==> config.mk <==
export PLATFORM = sky130hd
export DESIGN_NAME = nmea_rmc_position_parser
export DESIGN_NICKNAME = d
export VERILOG_FILES = /design/src/rtl/nrmc_pkg.sv /design/src/rtl/nmea_rmc_position_parser.sv /design/src/rtl/nrmc_parser.sv /design/src/rtl/nrmc_coord_conv.sv
export VERILOG_INCLUDE_DIRS = /design/src /design/src/rtl
export SDC_FILE = /design/constraint.sdc
export NUM_CORES = 2
export LEC_CHECK = 0
export ABC_AREA = 1
export BUFFER_PORTS_ARGS = -buffer_cell sky130_fd_sc_hd__buf_4
export CAP_MARGIN = 20
export CELL_PAD_IN_SITES_DETAIL_PLACEMENT = 0
export CELL_PAD_IN_SITES_GLOBAL_PLACEMENT = 1
export CORE_MARGIN = 4
export CORE_UTILIZATION = 41
export CTS_CLUSTER_DIAMETER = 50
export DETAILED_ROUTE_END_ITERATION = 8
export PLACE_DENSITY_LB_ADDON = 0.1
export SETUP_SLACK_MARGIN = 0.02
export SLEW_MARGIN = 10
export SYNTH_ARGS = -nofsm -noshare
export SYNTH_HDL_FRONTEND = slang
export SYNTH_SLANG_ARGS = --single-unit
==> constraint.sdc <==
create_clock -name clock -period 18.9 [get_ports clock]
set_input_delay 2.835 -clock clock [delete_from_list [all_inputs] [get_ports clock]]
set_output_delay 2.835 -clock clock [all_outputs]
set_load 0.02 [all_outputs]
==> src/rtl/nmea_rmc_position_parser_macros.svh <==
// Assertion macros used by the RMC position parser top module.
// No dependencies; the macros expand to nothing when SYNTHESIS is defined.
`ifndef NMEA_RMC_POSITION_PARSER_MACROS_SVH
`define NMEA_RMC_POSITION_PARSER_MACROS_SVH
`ifndef SYNTHESIS
`define NRMC_ASSERT_IMP(label, clk, rst, ante, cons) \
   label: assert property (@(posedge clk) disable iff (rst) (ante) |-> (cons)) \
      else $error("nrmc: same-cycle check failed");
`define NRMC_ASSERT_NXT(label, clk, rst, ante, cons) \
   label: assert property (@(posedge clk) disable iff (rst) (ante) |=> (cons)) \
      else $error("nrmc: next-cycle check failed");
`else
`define NRMC_ASSERT_IMP(label, clk, rst, ante, cons)
`define NRMC_ASSERT_NXT(label, clk, rst, ante, cons)
`endif
`endif

==> src/rtl/nrmc_pkg.sv <==
// Types and constants shared by the RMC position parser modules.
// No dependencies.
package nrmc_pkg;

   localparam int DEG_W = 10;
   localparam int MM_W  = 7;
   localparam int HDG_W = 17;
   localparam int MAG_W = 34;

   localparam logic [MAG_W-1:0] E7 = 34'd10000000;

   localparam logic [23:0] POW10 [8] = '{
      24'd1, 24'd10, 24'd100, 24'd1000, 24'd10000, 24'd100000, 24'd1000000, 24'd10000000
   };

   typedef enum logic [2:0] {
      ST_OK         = 3'd0,
      ST_NOT_RMC    = 3'd1,
      ST_FEW_FIELDS = 3'd2,
      ST_NOT_ACTIVE = 3'd3,
      ST_BAD_COORD  = 3'd4
   } status_type;

   typedef struct packed {
      status_type       status;
      logic             lat_neg;
      logic             lon_neg;
      logic [HDG_W-1:0] heading;
      logic             heading_ok;
   } side_type;

   typedef struct packed {
      side_type         side;
      logic [DEG_W-1:0] lat_deg;
      logic [MM_W-1:0]  lat_mm;
      logic [DEG_W-1:0] lon_deg;
      logic [MM_W-1:0]  lon_mm;
   } snap_type;

   typedef struct packed {
      logic ld2;
      logic ld3;
      logic ld4;
   } stage_en_type;

endpackage

==> src/rtl/nmea_rmc_position_parser.sv <==
// NMEA RMC position parser. Takes one received character per beat and, for each
// CR or LF that closes a sentence begun by '$', delivers one result beat with
// status, signed latitude/longitude in degrees*1e7 and course in centidegrees.
// A character is accepted every cycle unless the input stalls; a result passes
// through the line-end snapshot, three conversion stages for the minutes
// reciprocal multiply and correction, and the output register. The pipeline holds
// while the result side stalls, and input stalls only once every stage is full.
// Depends on nrmc_pkg, nrmc_parser, nrmc_coord_conv and the assertion macros.
`include "nmea_rmc_position_parser_macros.svh"

module nmea_rmc_position_parser
   import nrmc_pkg::*;
#(
   parameter int FRAC_DIGITS = 5
) (
   input  logic                    clock,
   input  logic                    reset,
   input  logic                    req_valid,
   output logic                    req_ready,
   input  logic [7:0]              req_rx_byte,
   output logic                    rsp_valid,
   input  logic                    rsp_ready,
   output logic [2:0]              rsp_status_code,
   output logic signed [30:0]      rsp_latitude_e7,
   output logic signed [31:0]      rsp_longitude_e7,
   output logic [HDG_W-1:0]        rsp_heading_centideg,
   output logic                    rsp_heading_ok
);

   localparam int FRAC_W = $clog2(10**FRAC_DIGITS);
   localparam logic [MAG_W-1:0] LAT_MAX = 34'd900000000;
   localparam logic [MAG_W-1:0] LON_MAX = 34'd1800000000;

   logic              snap_valid;
   snap_type          snap;
   logic [FRAC_W-1:0] lat_frac, lon_frac;
   logic [MAG_W-1:0]  lat_mag, lon_mag;
   stage_en_type      en;

   logic     rdy1, rdy2, rdy3, rdy4, rdy_out;
   logic     v2_ff, v3_ff, v4_ff;
   side_type side2_ff, side3_ff, side4_ff;

   logic                   rsp_valid_ff;
   status_type             status_ff, status_in;
   logic signed [30:0]     lat_ff, lat_in;
   logic signed [31:0]     lon_ff, lon_in;
   logic [HDG_W-1:0]       hdg_ff, hdg_in;
   logic                   hok_ff, hok_in;
   logic [MAG_W-1:0]       lat_sgn, lon_sgn;

   assign rdy_out = !rsp_valid_ff || rsp_ready;
   assign rdy4    = !v4_ff || rdy_out;
   assign rdy3    = !v3_ff || rdy4;
   assign rdy2    = !v2_ff || rdy3;
   assign rdy1    = !snap_valid || rdy2;

   assign req_ready = rdy1;
   assign en.ld2    = rdy2;
   assign en.ld3    = rdy3;
   assign en.ld4    = rdy4;

   nrmc_parser #(.FRAC_DIGITS(FRAC_DIGITS)) u_parser (
      .clock       (clock),
      .reset       (reset),
      .req_valid   (req_valid),
      .req_rx_byte (req_rx_byte),
      .advance     (rdy1),
      .snap_valid  (snap_valid),
      .snap        (snap),
      .lat_frac    (lat_frac),
      .lon_frac    (lon_frac)
   );

   nrmc_coord_conv #(.FRAC_DIGITS(FRAC_DIGITS)) u_lat_conv (
      .clock (clock),
      .en    (en),
      .deg   (snap.lat_deg),
      .mm    (snap.lat_mm),
      .frac  (lat_frac),
      .mag   (lat_mag)
   );

   nrmc_coord_conv #(.FRAC_DIGITS(FRAC_DIGITS)) u_lon_conv (
      .clock (clock),
      .en    (en),
      .deg   (snap.lon_deg),
      .mm    (snap.lon_mm),
      .frac  (lon_frac),
      .mag   (lon_mag)
   );

   assign lat_sgn = side4_ff.lat_neg ? (34'd0 - lat_mag) : lat_mag;
   assign lon_sgn = side4_ff.lon_neg ? (34'd0 - lon_mag) : lon_mag;

   always_comb begin
      status_in = side4_ff.status;
      if ((side4_ff.status == ST_OK) && ((lat_mag > LAT_MAX) || (lon_mag > LON_MAX))) begin
         status_in = ST_BAD_COORD;
      end
      lat_in = '0;
      lon_in = '0;
      hdg_in = '0;
      hok_in = 1'b0;
      if (status_in == ST_OK) begin
         lat_in = $signed(lat_sgn[30:0]);
         lon_in = $signed(lon_sgn[31:0]);
         hdg_in = side4_ff.heading;
         hok_in = side4_ff.heading_ok;
      end
   end

   always_ff @(posedge clock) begin
      if (reset) begin
         v2_ff        <= 1'b0;
         v3_ff        <= 1'b0;
         v4_ff        <= 1'b0;
         rsp_valid_ff <= 1'b0;
      end else begin
         if (rdy2) v2_ff <= snap_valid;
         if (rdy3) v3_ff <= v2_ff;
         if (rdy4) v4_ff <= v3_ff;
         if (rdy_out) rsp_valid_ff <= v4_ff;
      end
      if (rdy2) side2_ff <= snap.side;
      if (rdy3) side3_ff <= side2_ff;
      if (rdy4) side4_ff <= side3_ff;
      if (rdy_out) begin
         status_ff <= status_in;
         lat_ff    <= lat_in;
         lon_ff    <= lon_in;
         hdg_ff    <= hdg_in;
         hok_ff    <= hok_in;
      end
   end

   assign rsp_valid            = rsp_valid_ff;
   assign rsp_status_code      = 3'(status_ff);
   assign rsp_latitude_e7      = lat_ff;
   assign rsp_longitude_e7     = lon_ff;
   assign rsp_heading_centideg = hdg_ff;
   assign rsp_heading_ok       = hok_ff;

   `NRMC_ASSERT_IMP(a_fail_zeroes, clock, reset,
      rsp_valid && (status_ff != ST_OK),
      (lat_ff == 31'sd0) && (lon_ff == 32'sd0) && !hok_ff && (hdg_ff == '0))
   `NRMC_ASSERT_IMP(a_heading_flag, clock, reset,
      rsp_valid && !hok_ff, hdg_ff == '0)
   `NRMC_ASSERT_IMP(a_lat_range, clock, reset,
      rsp_valid && (status_ff == ST_OK),
      (lat_ff >= -31'sd900000000) && (lat_ff <= 31'sd900000000))
   `NRMC_ASSERT_NXT(a_last_stage_holds, clock, reset,
      v4_ff && rsp_valid_ff && !rsp_ready, v4_ff)
   `NRMC_ASSERT_IMP(a_stall_only_full, clock, reset,
      !req_ready, snap_valid && v2_ff && v3_ff && v4_ff && rsp_valid_ff && !rsp_ready)

endmodule

==> src/rtl/nrmc_parser.sv <==
// Byte-level sentence parser: field split, talker/status/hemisphere checks and
// decimal accumulation; registers one snapshot per line end. Uses nrmc_pkg.
module nrmc_parser
   import nrmc_pkg::*;
#(
   parameter int FRAC_DIGITS = 5,
   localparam int FRAC_W = $clog2(10**FRAC_DIGITS)
) (
   input  logic              clock,
   input  logic              reset,
   input  logic              req_valid,
   input  logic [7:0]        req_rx_byte,
   input  logic              advance,
   output logic              snap_valid,
   output snap_type          snap,
   output logic [FRAC_W-1:0] lat_frac,
   output logic [FRAC_W-1:0] lon_frac
);

   localparam logic [7:0]  CH_DOLLAR = 8'h24;
   localparam logic [7:0]  CH_CR     = 8'h0D;
   localparam logic [7:0]  CH_LF     = 8'h0A;
   localparam logic [7:0]  CH_COMMA  = 8'h2C;
   localparam logic [7:0]  CH_POINT  = 8'h2E;
   localparam logic [7:0]  CH_ZERO   = 8'h30;
   localparam logic [7:0]  CH_NINE   = 8'h39;
   localparam logic [7:0]  CH_A      = 8'h41;
   localparam logic [7:0]  CH_S      = 8'h53;
   localparam logic [7:0]  CH_W      = 8'h57;
   localparam logic [23:0] TALKER_RMC = 24'h524D43;

   localparam logic [3:0] FLD_TALKER = 4'd0;
   localparam logic [3:0] FLD_STATUS = 4'd2;
   localparam logic [3:0] FLD_LAT    = 4'd3;
   localparam logic [3:0] FLD_NS     = 4'd4;
   localparam logic [3:0] FLD_LON    = 4'd5;
   localparam logic [3:0] FLD_EW     = 4'd6;
   localparam logic [3:0] FLD_COURSE = 4'd8;
   localparam logic [3:0] FLD_LAST   = 4'd15;
   localparam logic [3:0] FLD_MIN    = 4'd8;

   localparam logic [HDG_W-1:0] HDG_MAX = 17'd99999;

   typedef struct packed {
      logic over;
      logic bad;
      logic point;
      logic digit;
   } num_flags_type;

   typedef struct packed {
      num_flags_type     flags;
      logic [DEG_W-1:0]  deg;
      logic [MM_W-1:0]   mm;
      logic [FRAC_W-1:0] frac;
   } coord_type;

   typedef struct packed {
      num_flags_type    flags;
      logic [HDG_W-1:0] acc;
   } hdg_type;

   function automatic logic is_digit(logic [7:0] c);
      return (c >= CH_ZERO) && (c <= CH_NINE);
   endfunction

   function automatic logic num_ok(num_flags_type f);
      return f.digit && !f.bad;
   endfunction

   function automatic coord_type coord_step(coord_type cur, logic [2:0] fc, logic [7:0] c);
      coord_type   nxt;
      logic [3:0]  d;
      logic [9:0]  t;
      logic [3:0]  tq;
      logic [2:0]  idx;
      logic [23:0] add;
      nxt = cur;
      d   = c[3:0];
      t   = 10'(cur.mm) * 10'd10 + 10'(d);
      tq  = 4'((16'(t) * 16'd41) >> 12);
      idx = 3'(FRAC_DIGITS - 1) - fc;
      add = 24'(d) * POW10[idx];
      if (is_digit(c)) begin
         nxt.flags.digit = 1'b1;
         if (cur.flags.point) begin
            if ((fc < 3'(FRAC_DIGITS)) && !cur.flags.over) begin
               nxt.frac = cur.frac + FRAC_W'(add);
            end
         end else if (!cur.flags.over) begin
            if (cur.deg >= 10'd100) begin
               nxt.flags.over = 1'b1;
            end else begin
               nxt.deg = 10'(cur.deg * 10'd10) + 10'(tq);
               nxt.mm  = 7'(t - 10'(tq) * 10'd100);
            end
         end
      end else if (c == CH_POINT) begin
         if (cur.flags.point) begin
            nxt.flags.bad = 1'b1;
         end else begin
            nxt.flags.point = 1'b1;
         end
      end else begin
         nxt.flags.bad = 1'b1;
      end
      return nxt;
   endfunction

   function automatic hdg_type hdg_step(hdg_type cur, logic [2:0] fc, logic [7:0] c);
      hdg_type    nxt;
      logic [3:0] d;
      nxt = cur;
      d   = c[3:0];
      if (is_digit(c)) begin
         nxt.flags.digit = 1'b1;
         if (cur.flags.point) begin
            if ((fc < 3'd2) && !cur.flags.over) begin
               nxt.acc = cur.acc + ((fc == 3'd0) ? 17'(d) * 17'd10 : 17'(d));
            end
         end else if (!cur.flags.over) begin
            if (cur.acc >= 17'd10000) begin
               nxt.flags.over = 1'b1;
            end else begin
               nxt.acc = cur.acc * 17'd10 + 17'(d) * 17'd100;
            end
         end
      end else if (c == CH_POINT) begin
         if (cur.flags.point) begin
            nxt.flags.bad = 1'b1;
         end else begin
            nxt.flags.point = 1'b1;
         end
      end else begin
         nxt.flags.bad = 1'b1;
      end
      return nxt;
   endfunction

   logic        in_sentence_ff, in_sentence_in;
   logic [3:0]  field_ff, field_in;
   logic [23:0] talker_ff, talker_in;
   logic        status_a_ff, status_a_in;
   logic        field_empty_ff, field_empty_in;
   coord_type   lat_ff, lat_in;
   coord_type   lon_ff, lon_in;
   hdg_type     hdg_ff, hdg_in;
   logic [2:0]  fc_ff, fc_in;
   logic        south_ff, south_in;
   logic        west_ff, west_in;
   logic        snap_valid_ff, snap_valid_in;
   snap_type    snap_ff, snap_in;
   logic [FRAC_W-1:0] lat_frac_ff, lon_frac_ff;

   logic       accept;
   logic [7:0] c;
   logic       eol;
   logic [2:0] fc_inc;

   assign accept = req_valid && advance;
   assign c      = req_rx_byte;
   assign eol    = (c == CH_CR) || (c == CH_LF);
   assign fc_inc = (fc_ff == 3'd7) ? fc_ff : fc_ff + 3'd1;

   always_comb begin
      in_sentence_in = in_sentence_ff;
      field_in       = field_ff;
      talker_in      = talker_ff;
      status_a_in    = status_a_ff;
      field_empty_in = field_empty_ff;
      lat_in         = lat_ff;
      lon_in         = lon_ff;
      hdg_in         = hdg_ff;
      fc_in          = fc_ff;
      south_in       = south_ff;
      west_in        = west_ff;
      if (accept) begin
         if (c == CH_DOLLAR) begin
            in_sentence_in = 1'b1;
            field_in       = '0;
            talker_in      = 24'(CH_DOLLAR);
            status_a_in    = 1'b0;
            field_empty_in = 1'b0;
            lat_in         = '0;
            lon_in         = '0;
            hdg_in         = '0;
            fc_in          = '0;
            south_in       = 1'b0;
            west_in        = 1'b0;
         end else if (in_sentence_ff) begin
            if (eol) begin
               in_sentence_in = 1'b0;
            end else if (c == CH_COMMA) begin
               field_in       = (field_ff == FLD_LAST) ? field_ff : field_ff + 4'd1;
               fc_in          = '0;
               field_empty_in = 1'b1;
            end else begin
               field_empty_in = 1'b0;
               unique case (field_ff)
                  FLD_TALKER: talker_in = {talker_ff[15:0], c};
                  FLD_STATUS: status_a_in = field_empty_ff && (c == CH_A);
                  FLD_LAT: begin
                     lat_in = coord_step(lat_ff, fc_ff, c);
                     if (is_digit(c) && lat_ff.flags.point) fc_in = fc_inc;
                  end
                  FLD_NS: south_in = field_empty_ff && (c == CH_S);
                  FLD_LON: begin
                     lon_in = coord_step(lon_ff, fc_ff, c);
                     if (is_digit(c) && lon_ff.flags.point) fc_in = fc_inc;
                  end
                  FLD_EW: west_in = field_empty_ff && (c == CH_W);
                  FLD_COURSE: begin
                     hdg_in = hdg_step(hdg_ff, fc_ff, c);
                     if (is_digit(c) && hdg_ff.flags.point) fc_in = fc_inc;
                  end
                  default: ;
               endcase
            end
         end
      end
   end

   always_comb begin
      snap_in = '0;
      priority if (talker_ff != TALKER_RMC) begin
         snap_in.side.status = ST_NOT_RMC;
      end else if (field_ff < FLD_MIN) begin
         snap_in.side.status = ST_FEW_FIELDS;
      end else if (!status_a_ff) begin
         snap_in.side.status = ST_NOT_ACTIVE;
      end else if (!num_ok(lat_ff.flags) || !num_ok(lon_ff.flags) ||
                   lat_ff.flags.over || lon_ff.flags.over) begin
         snap_in.side.status = ST_BAD_COORD;
      end else begin
         snap_in.side.status = ST_OK;
      end
      snap_in.side.lat_neg    = south_ff;
      snap_in.side.lon_neg    = west_ff;
      snap_in.side.heading_ok = num_ok(hdg_ff.flags);
      if (num_ok(hdg_ff.flags)) begin
         snap_in.side.heading = (hdg_ff.flags.over || (hdg_ff.acc > HDG_MAX)) ?
                                HDG_MAX : hdg_ff.acc;
      end
      snap_in.lat_deg = lat_ff.deg;
      snap_in.lat_mm  = lat_ff.mm;
      snap_in.lon_deg = lon_ff.deg;
      snap_in.lon_mm  = lon_ff.mm;
   end

   assign snap_valid_in = advance ? (accept && in_sentence_ff && eol && (c != CH_DOLLAR))
                                  : snap_valid_ff;

   always_ff @(posedge clock) begin
      if (reset) begin
         in_sentence_ff <= 1'b0;
         snap_valid_ff  <= 1'b0;
      end else begin
         in_sentence_ff <= in_sentence_in;
         snap_valid_ff  <= snap_valid_in;
      end
      field_ff       <= field_in;
      talker_ff      <= talker_in;
      status_a_ff    <= status_a_in;
      field_empty_ff <= field_empty_in;
      lat_ff         <= lat_in;
      lon_ff         <= lon_in;
      hdg_ff         <= hdg_in;
      fc_ff          <= fc_in;
      south_ff       <= south_in;
      west_ff        <= west_in;
      if (advance) begin
         snap_ff     <= snap_in;
         lat_frac_ff <= lat_ff.frac;
         lon_frac_ff <= lon_ff.frac;
      end
   end

   assign snap_valid = snap_valid_ff;
   assign snap       = snap_ff;
   assign lat_frac   = lat_frac_ff;
   assign lon_frac   = lon_frac_ff;

endmodule

==> src/rtl/nrmc_coord_conv.sv <==
// Three-stage conversion of degrees, whole minutes and minute fraction into
// degrees times 1e7, minutes rounded by a reciprocal multiply. Uses nrmc_pkg.
module nrmc_coord_conv
   import nrmc_pkg::*;
#(
   parameter int FRAC_DIGITS = 5,
   localparam int FRAC_W = $clog2(10**FRAC_DIGITS)
) (
   input  logic              clock,
   input  stage_en_type      en,
   input  logic [DEG_W-1:0]  deg,
   input  logic [MM_W-1:0]   mm,
   input  logic [FRAC_W-1:0] frac,
   output logic [MAG_W-1:0]  mag
);

   localparam int unsigned FRAC_SCALE = 10**(7 - FRAC_DIGITS);
   localparam logic [28:0] RECIP15    = 29'h11111111;

   logic [29:0]      x;
   logic [27:0]      y2_ff, y2_in;
   logic [MAG_W-1:0] de2_ff, de2_in;
   logic [56:0]      prod;
   logic [23:0]      qe3_ff, qe3_in;
   logic [27:0]      y3_ff;
   logic [MAG_W-1:0] de3_ff;
   logic [27:0]      qe15;
   logic [27:0]      rem;
   logic [23:0]      q;
   logic [MAG_W-1:0] mag4_ff, mag4_in;

   assign x      = 30'(mm) * 30'd10000000 + 30'(frac) * 30'(FRAC_SCALE) + 30'd30;
   assign y2_in  = x[29:2];
   assign de2_in = 34'(deg) * E7;

   assign prod   = 57'(y2_ff) * 57'(RECIP15);
   assign qe3_in = prod[55:32];

   assign qe15    = {qe3_ff, 4'b0000} - {4'b0000, qe3_ff};
   assign rem     = y3_ff - qe15;
   assign q       = qe3_ff + 24'(rem >= 28'd15);
   assign mag4_in = de3_ff + 34'(q);

   always_ff @(posedge clock) begin
      if (en.ld2) begin
         y2_ff  <= y2_in;
         de2_ff <= de2_in;
      end
      if (en.ld3) begin
         qe3_ff <= qe3_in;
         y3_ff  <= y2_ff;
         de3_ff <= de2_ff;
      end
      if (en.ld4) begin
         mag4_ff <= mag4_in;
      end
   end

   assign mag = mag4_ff;

endmodule

==> flow_summary.json <==
{
  "status": "complete, no violations",
  "rr_startpoint": "u_lat_conv.qe3_ff[0]",
  "tritoncts_num_sinks": 718,
  "post_route_cells_drive_above_1_share": 0.0480,
  "grt_util_all_layers": 0.202,
  "numCtsBuffers": 105,
  "std_cell_rows": 150,
  "post-cts-setup-buffers": 0,
  "clock_tree_from_tritoncts": "built",
  "synth_top_area_frac": 0.308,
  "cell_taking_the_most_area_after_synthesis": "edfxtp_1",
  "hold-path-cell-count": 0,
  "height_of_the_die_um": 420,
  "overflow": 0,
  "start_util": 0.414,
  "finalWorstPathRequiredPeriod_ns": 9.12,
  "initial_antenna_violation_count": 3,
  "power_per_cell_area_nw_per_um2": 50.9,
  "maxCapViolations": 0,
  "timing.critical_path.from_type": "input port",
  "timing.final.hold_violations": 0,
  "maximum_number_of_pins_on_one_net_before_global_route_repair": 110,
  "detail_route.drc_violations": 0,
  "postCtsHoldBufs": 0,
  "timing_max_transition_violations_final": 0,
  "avgRoutedWirePerCell_um": 17.1,
  "ys_dominant_reg_cell": "edfxtp_1",
  "hold_path.startpoint": "u_lon_conv.de2_ff[33]",
  "placement.io_buffers": 97,
  "cts.path.max_buffers": 3,
  "syn-instance-count": 7786,
  "place.gp.congestion": 0.889,
  "placed_area_um2": 72900,
  "postLayoutCellArea_um2": 76600,
  "end_of_the_worst_hold_path": "u_lon_conv.de3_ff[33]",
  "cp_slowest_stage_delay_ns": 0.58,
  "htreeDepth": 3,
  "ys_types": 67,
  "die-width_um": 420,
  "netlist_top_cells_area": "edfxtp_1 (31%), ha_1 (20%), fa_1 (11%), inv_1 (8.4%), nand2_1 (6.1%)",
  "critPathCaptureType": "output pin",
  "yosys_warnings": 0,
  "timing.final.crit_share": 0.483,
  "syn_area_per_cell_um2": 8.93,
  "worst-endpoint-arrival_ns": 6.29,
  "design.final.nets": 9471,
  "worst_slew_pin_slew_ns": 0.958,
  "crit_path_frequent_cell": "nor2_1",
  "cp_cell_sequence": "buf_4, nor2_1, inv_4, nor2_1, inv_4, nor2_1, inv_8, nor2_1, inv_6, nor2_1, inv_4, buf_4",
  "via_per_inst": 4.99,
  "first_pass_grt_wire_length_mm": 284,
  "clock_skew_ns": 0.0570,
  "detailedRoute.firstPassIterationCount": 5,
  "drt-total-wl_mm": 175,
  "p_leak_nw": 37.9,
  "post_cts_resize_count": 0,
  "maximum_fanout_along_the_worst_path": 109,
  "critical-path-top-delay-family": "buffers and inverters",
  "clkLatencyLatePin_ns": 0.75,
  "setup.worst_path.class": "in -> out",
  "fp.dieArea_um2": 176000,
  "netlist_area_um2": 69500,
  "finalPower_mw": 3.90,
  "final_core_utilization": 0.456,
  "ctsRootBufferMaster": "clkbuf_16",
  "io_pins": 98,
  "worstPathRequired_ns": 16.07,
  "ir_worst_vdd_uv": 66.0,
  "yosys_register_bits": 718,
  "first_global_vias": 52100,
  "count_of_vias_placed_by_the_detailed_router": 51200,
  "postSynth.asyncResetShare": 0,
  "antenna_violating_nets_post_route": 0,
  "finalSetupViolations": 0,
  "clock.fmax_mhz": 110,
  "min_path_type": "reg -> reg",
  "clkTransAtPathRegs_ns": 0.05,
  "slew_headroom": 0.361,
  "synth.yosys.seq_area_share": 0.309,
  "synth_enable_flop_cells": 712,
  "endpoint_of_the_lowest_slack_register_to_register_path": "u_lat_conv.mag[33]",
  "tns_ns": 0,
  "fp.coreArea_um2": 168000,
  "mappedNetlistNets": 9293,
  "r2r.worst_path.cells": 31,
  "cp_num_buf_inv": 7,
  "setup_repair_after_global_routing_missed_its_margin": "false",
  "critPathSlowestCell": "inv_6",
  "rrSetupSlack_ns": 11.46,
  "detailed_place_hpwl_mm": 148,
  "post_synthesis_to_final_layout_area_growth_pct": 10.2,
  "first_iter_violations": 2690
}
-- cell families after synthesis --
kind of cell | count (synthesis) | share of synthesized area
xor+xnor | 434 | 0.0549
simple gates | 2389 | 0.147
buf+inv | 1615 | 0.0882
flops | 718 | 0.309
fa+ha+maj | 1495 | 0.309
compound gates | 1135 | 0.0907
-- power by group --
part	internal, mW	switching [mW]
Sequential	1.73	0.000258
Combinational	0.0634	0.0991
Clock	1.21	0.796
-- flip-flops by register name, summed over array words and instances (netlist names), 24 cells and up --
signal	flops
u_lon_conv.y3_ff	28
u_lon_conv.y2_ff	28
rsp_latitude_e7	31
u_lat_conv.y3_ff	28
u_lat_conv.y2_ff	28
u_parser.lat_ff	38
u_parser.snap	57
u_lat_conv.de2_ff	27
u_lon_conv.mag	34
u_lon_conv.de3_ff	27
rsp_longitude_e7	32
u_lon_conv.qe3_ff	24
u_parser.talker_ff	24
u_parser.lon_ff	38
u_lat_conv.qe3_ff	24
u_lat_conv.de3_ff	27
u_lat_conv.mag	34
u_lon_conv.de2_ff	27
-- cell usage in the layout, fill, tap and decap left out, types with 29 or more instances in the layout --
cell       instances
clkbuf_16        107
edfxtp_1         712
inv_1           1559
fa_1             372
o21a_1            34
o21bai_1          38
nand3_1          258
nor2_1           656
nand4_1           97
nor3_1           105
o21ai_0          312
nor4_1            35
a21oi_1          553
a31oi_1           53
buf_4            113
xnor2_1          121
ha_1            1123
nand2_1         1124
xor2_1           311
a21o_1            29
-- worst max-delay path by stage --
stage	from	end	slack, ns	cells past startpoint
final	rsp_ready	req_ready	9.78	12
after global placement	rsp_ready	req_ready	9.69	12
after floorplan	rsp_ready	req_ready	0.89	10
after detailed placement	rsp_ready	req_ready	9.54	12
after CTS	rsp_ready	req_ready	9.54	12
after global routing	rsp_ready	req_ready	9.29	12
-- per-stage QoR --
step | setup slack (ns) | std cells | hold WS, ns
after floorplan | 0.887 | 7786 | 0.400
after global placement | 9.69 | 10100 | 0.402
after detailed placement | 9.54 | 10100 | 0.405
after CTS | 9.54 | 10300 | 0.401
after global routing | 9.29 | 10300 | 0.404
final | 9.78 | 10300 | 0.396
-- final cells by class --
class | instances | area (µm²)
clock inverters | 83 | 981
multi-input cells | 5453 | 41900
clock buffers | 110 | 2690
inverters | 1573 | 5930
repair buffers | 113 | 848
diodes | 2 | 5.00
fillers | 16500 | 91200
well taps | 2204 | 2760
flip-flops and latches | 718 | 21500
-- synthesized netlist by cell type (38+ instances only) --
cell and instances:
o21ai_0 312, a21oi_1 553, fa_1 372, a31oi_1 53
nor2_1 657, ha_1 1123, nand2_1 1124, edfxtp_1 712
nand3_1 258, o21bai_1 38, nand4_1 97, inv_1 1564
nor3_1 106, xor2_1 311, xnor2_1 121
-- worst register-to-register path, delay by kind of cell, from the launching register on --
kind,cells,cell delay [ns]
flip-flops,1,0.50
AND/OR/NAND/NOR,21,4.42
adder cells (fa/ha/maj),4,1.44
AO/OA/AOI/OAI,1,0.29
buffers and inverters,3,0.20
XOR/XNOR,2,0.31
-- layer usage --
metal	track usage	vias to the layer above	part of all wire
met5	0	-	0
met4	0.0442	0	0.017
met3	0.0188	158	0.030
met2	0.326	689	0.45
met1	0.296	24100	0.50
li1	-	26200	-
Note: power is estimated with default switching activity, not from simulation.
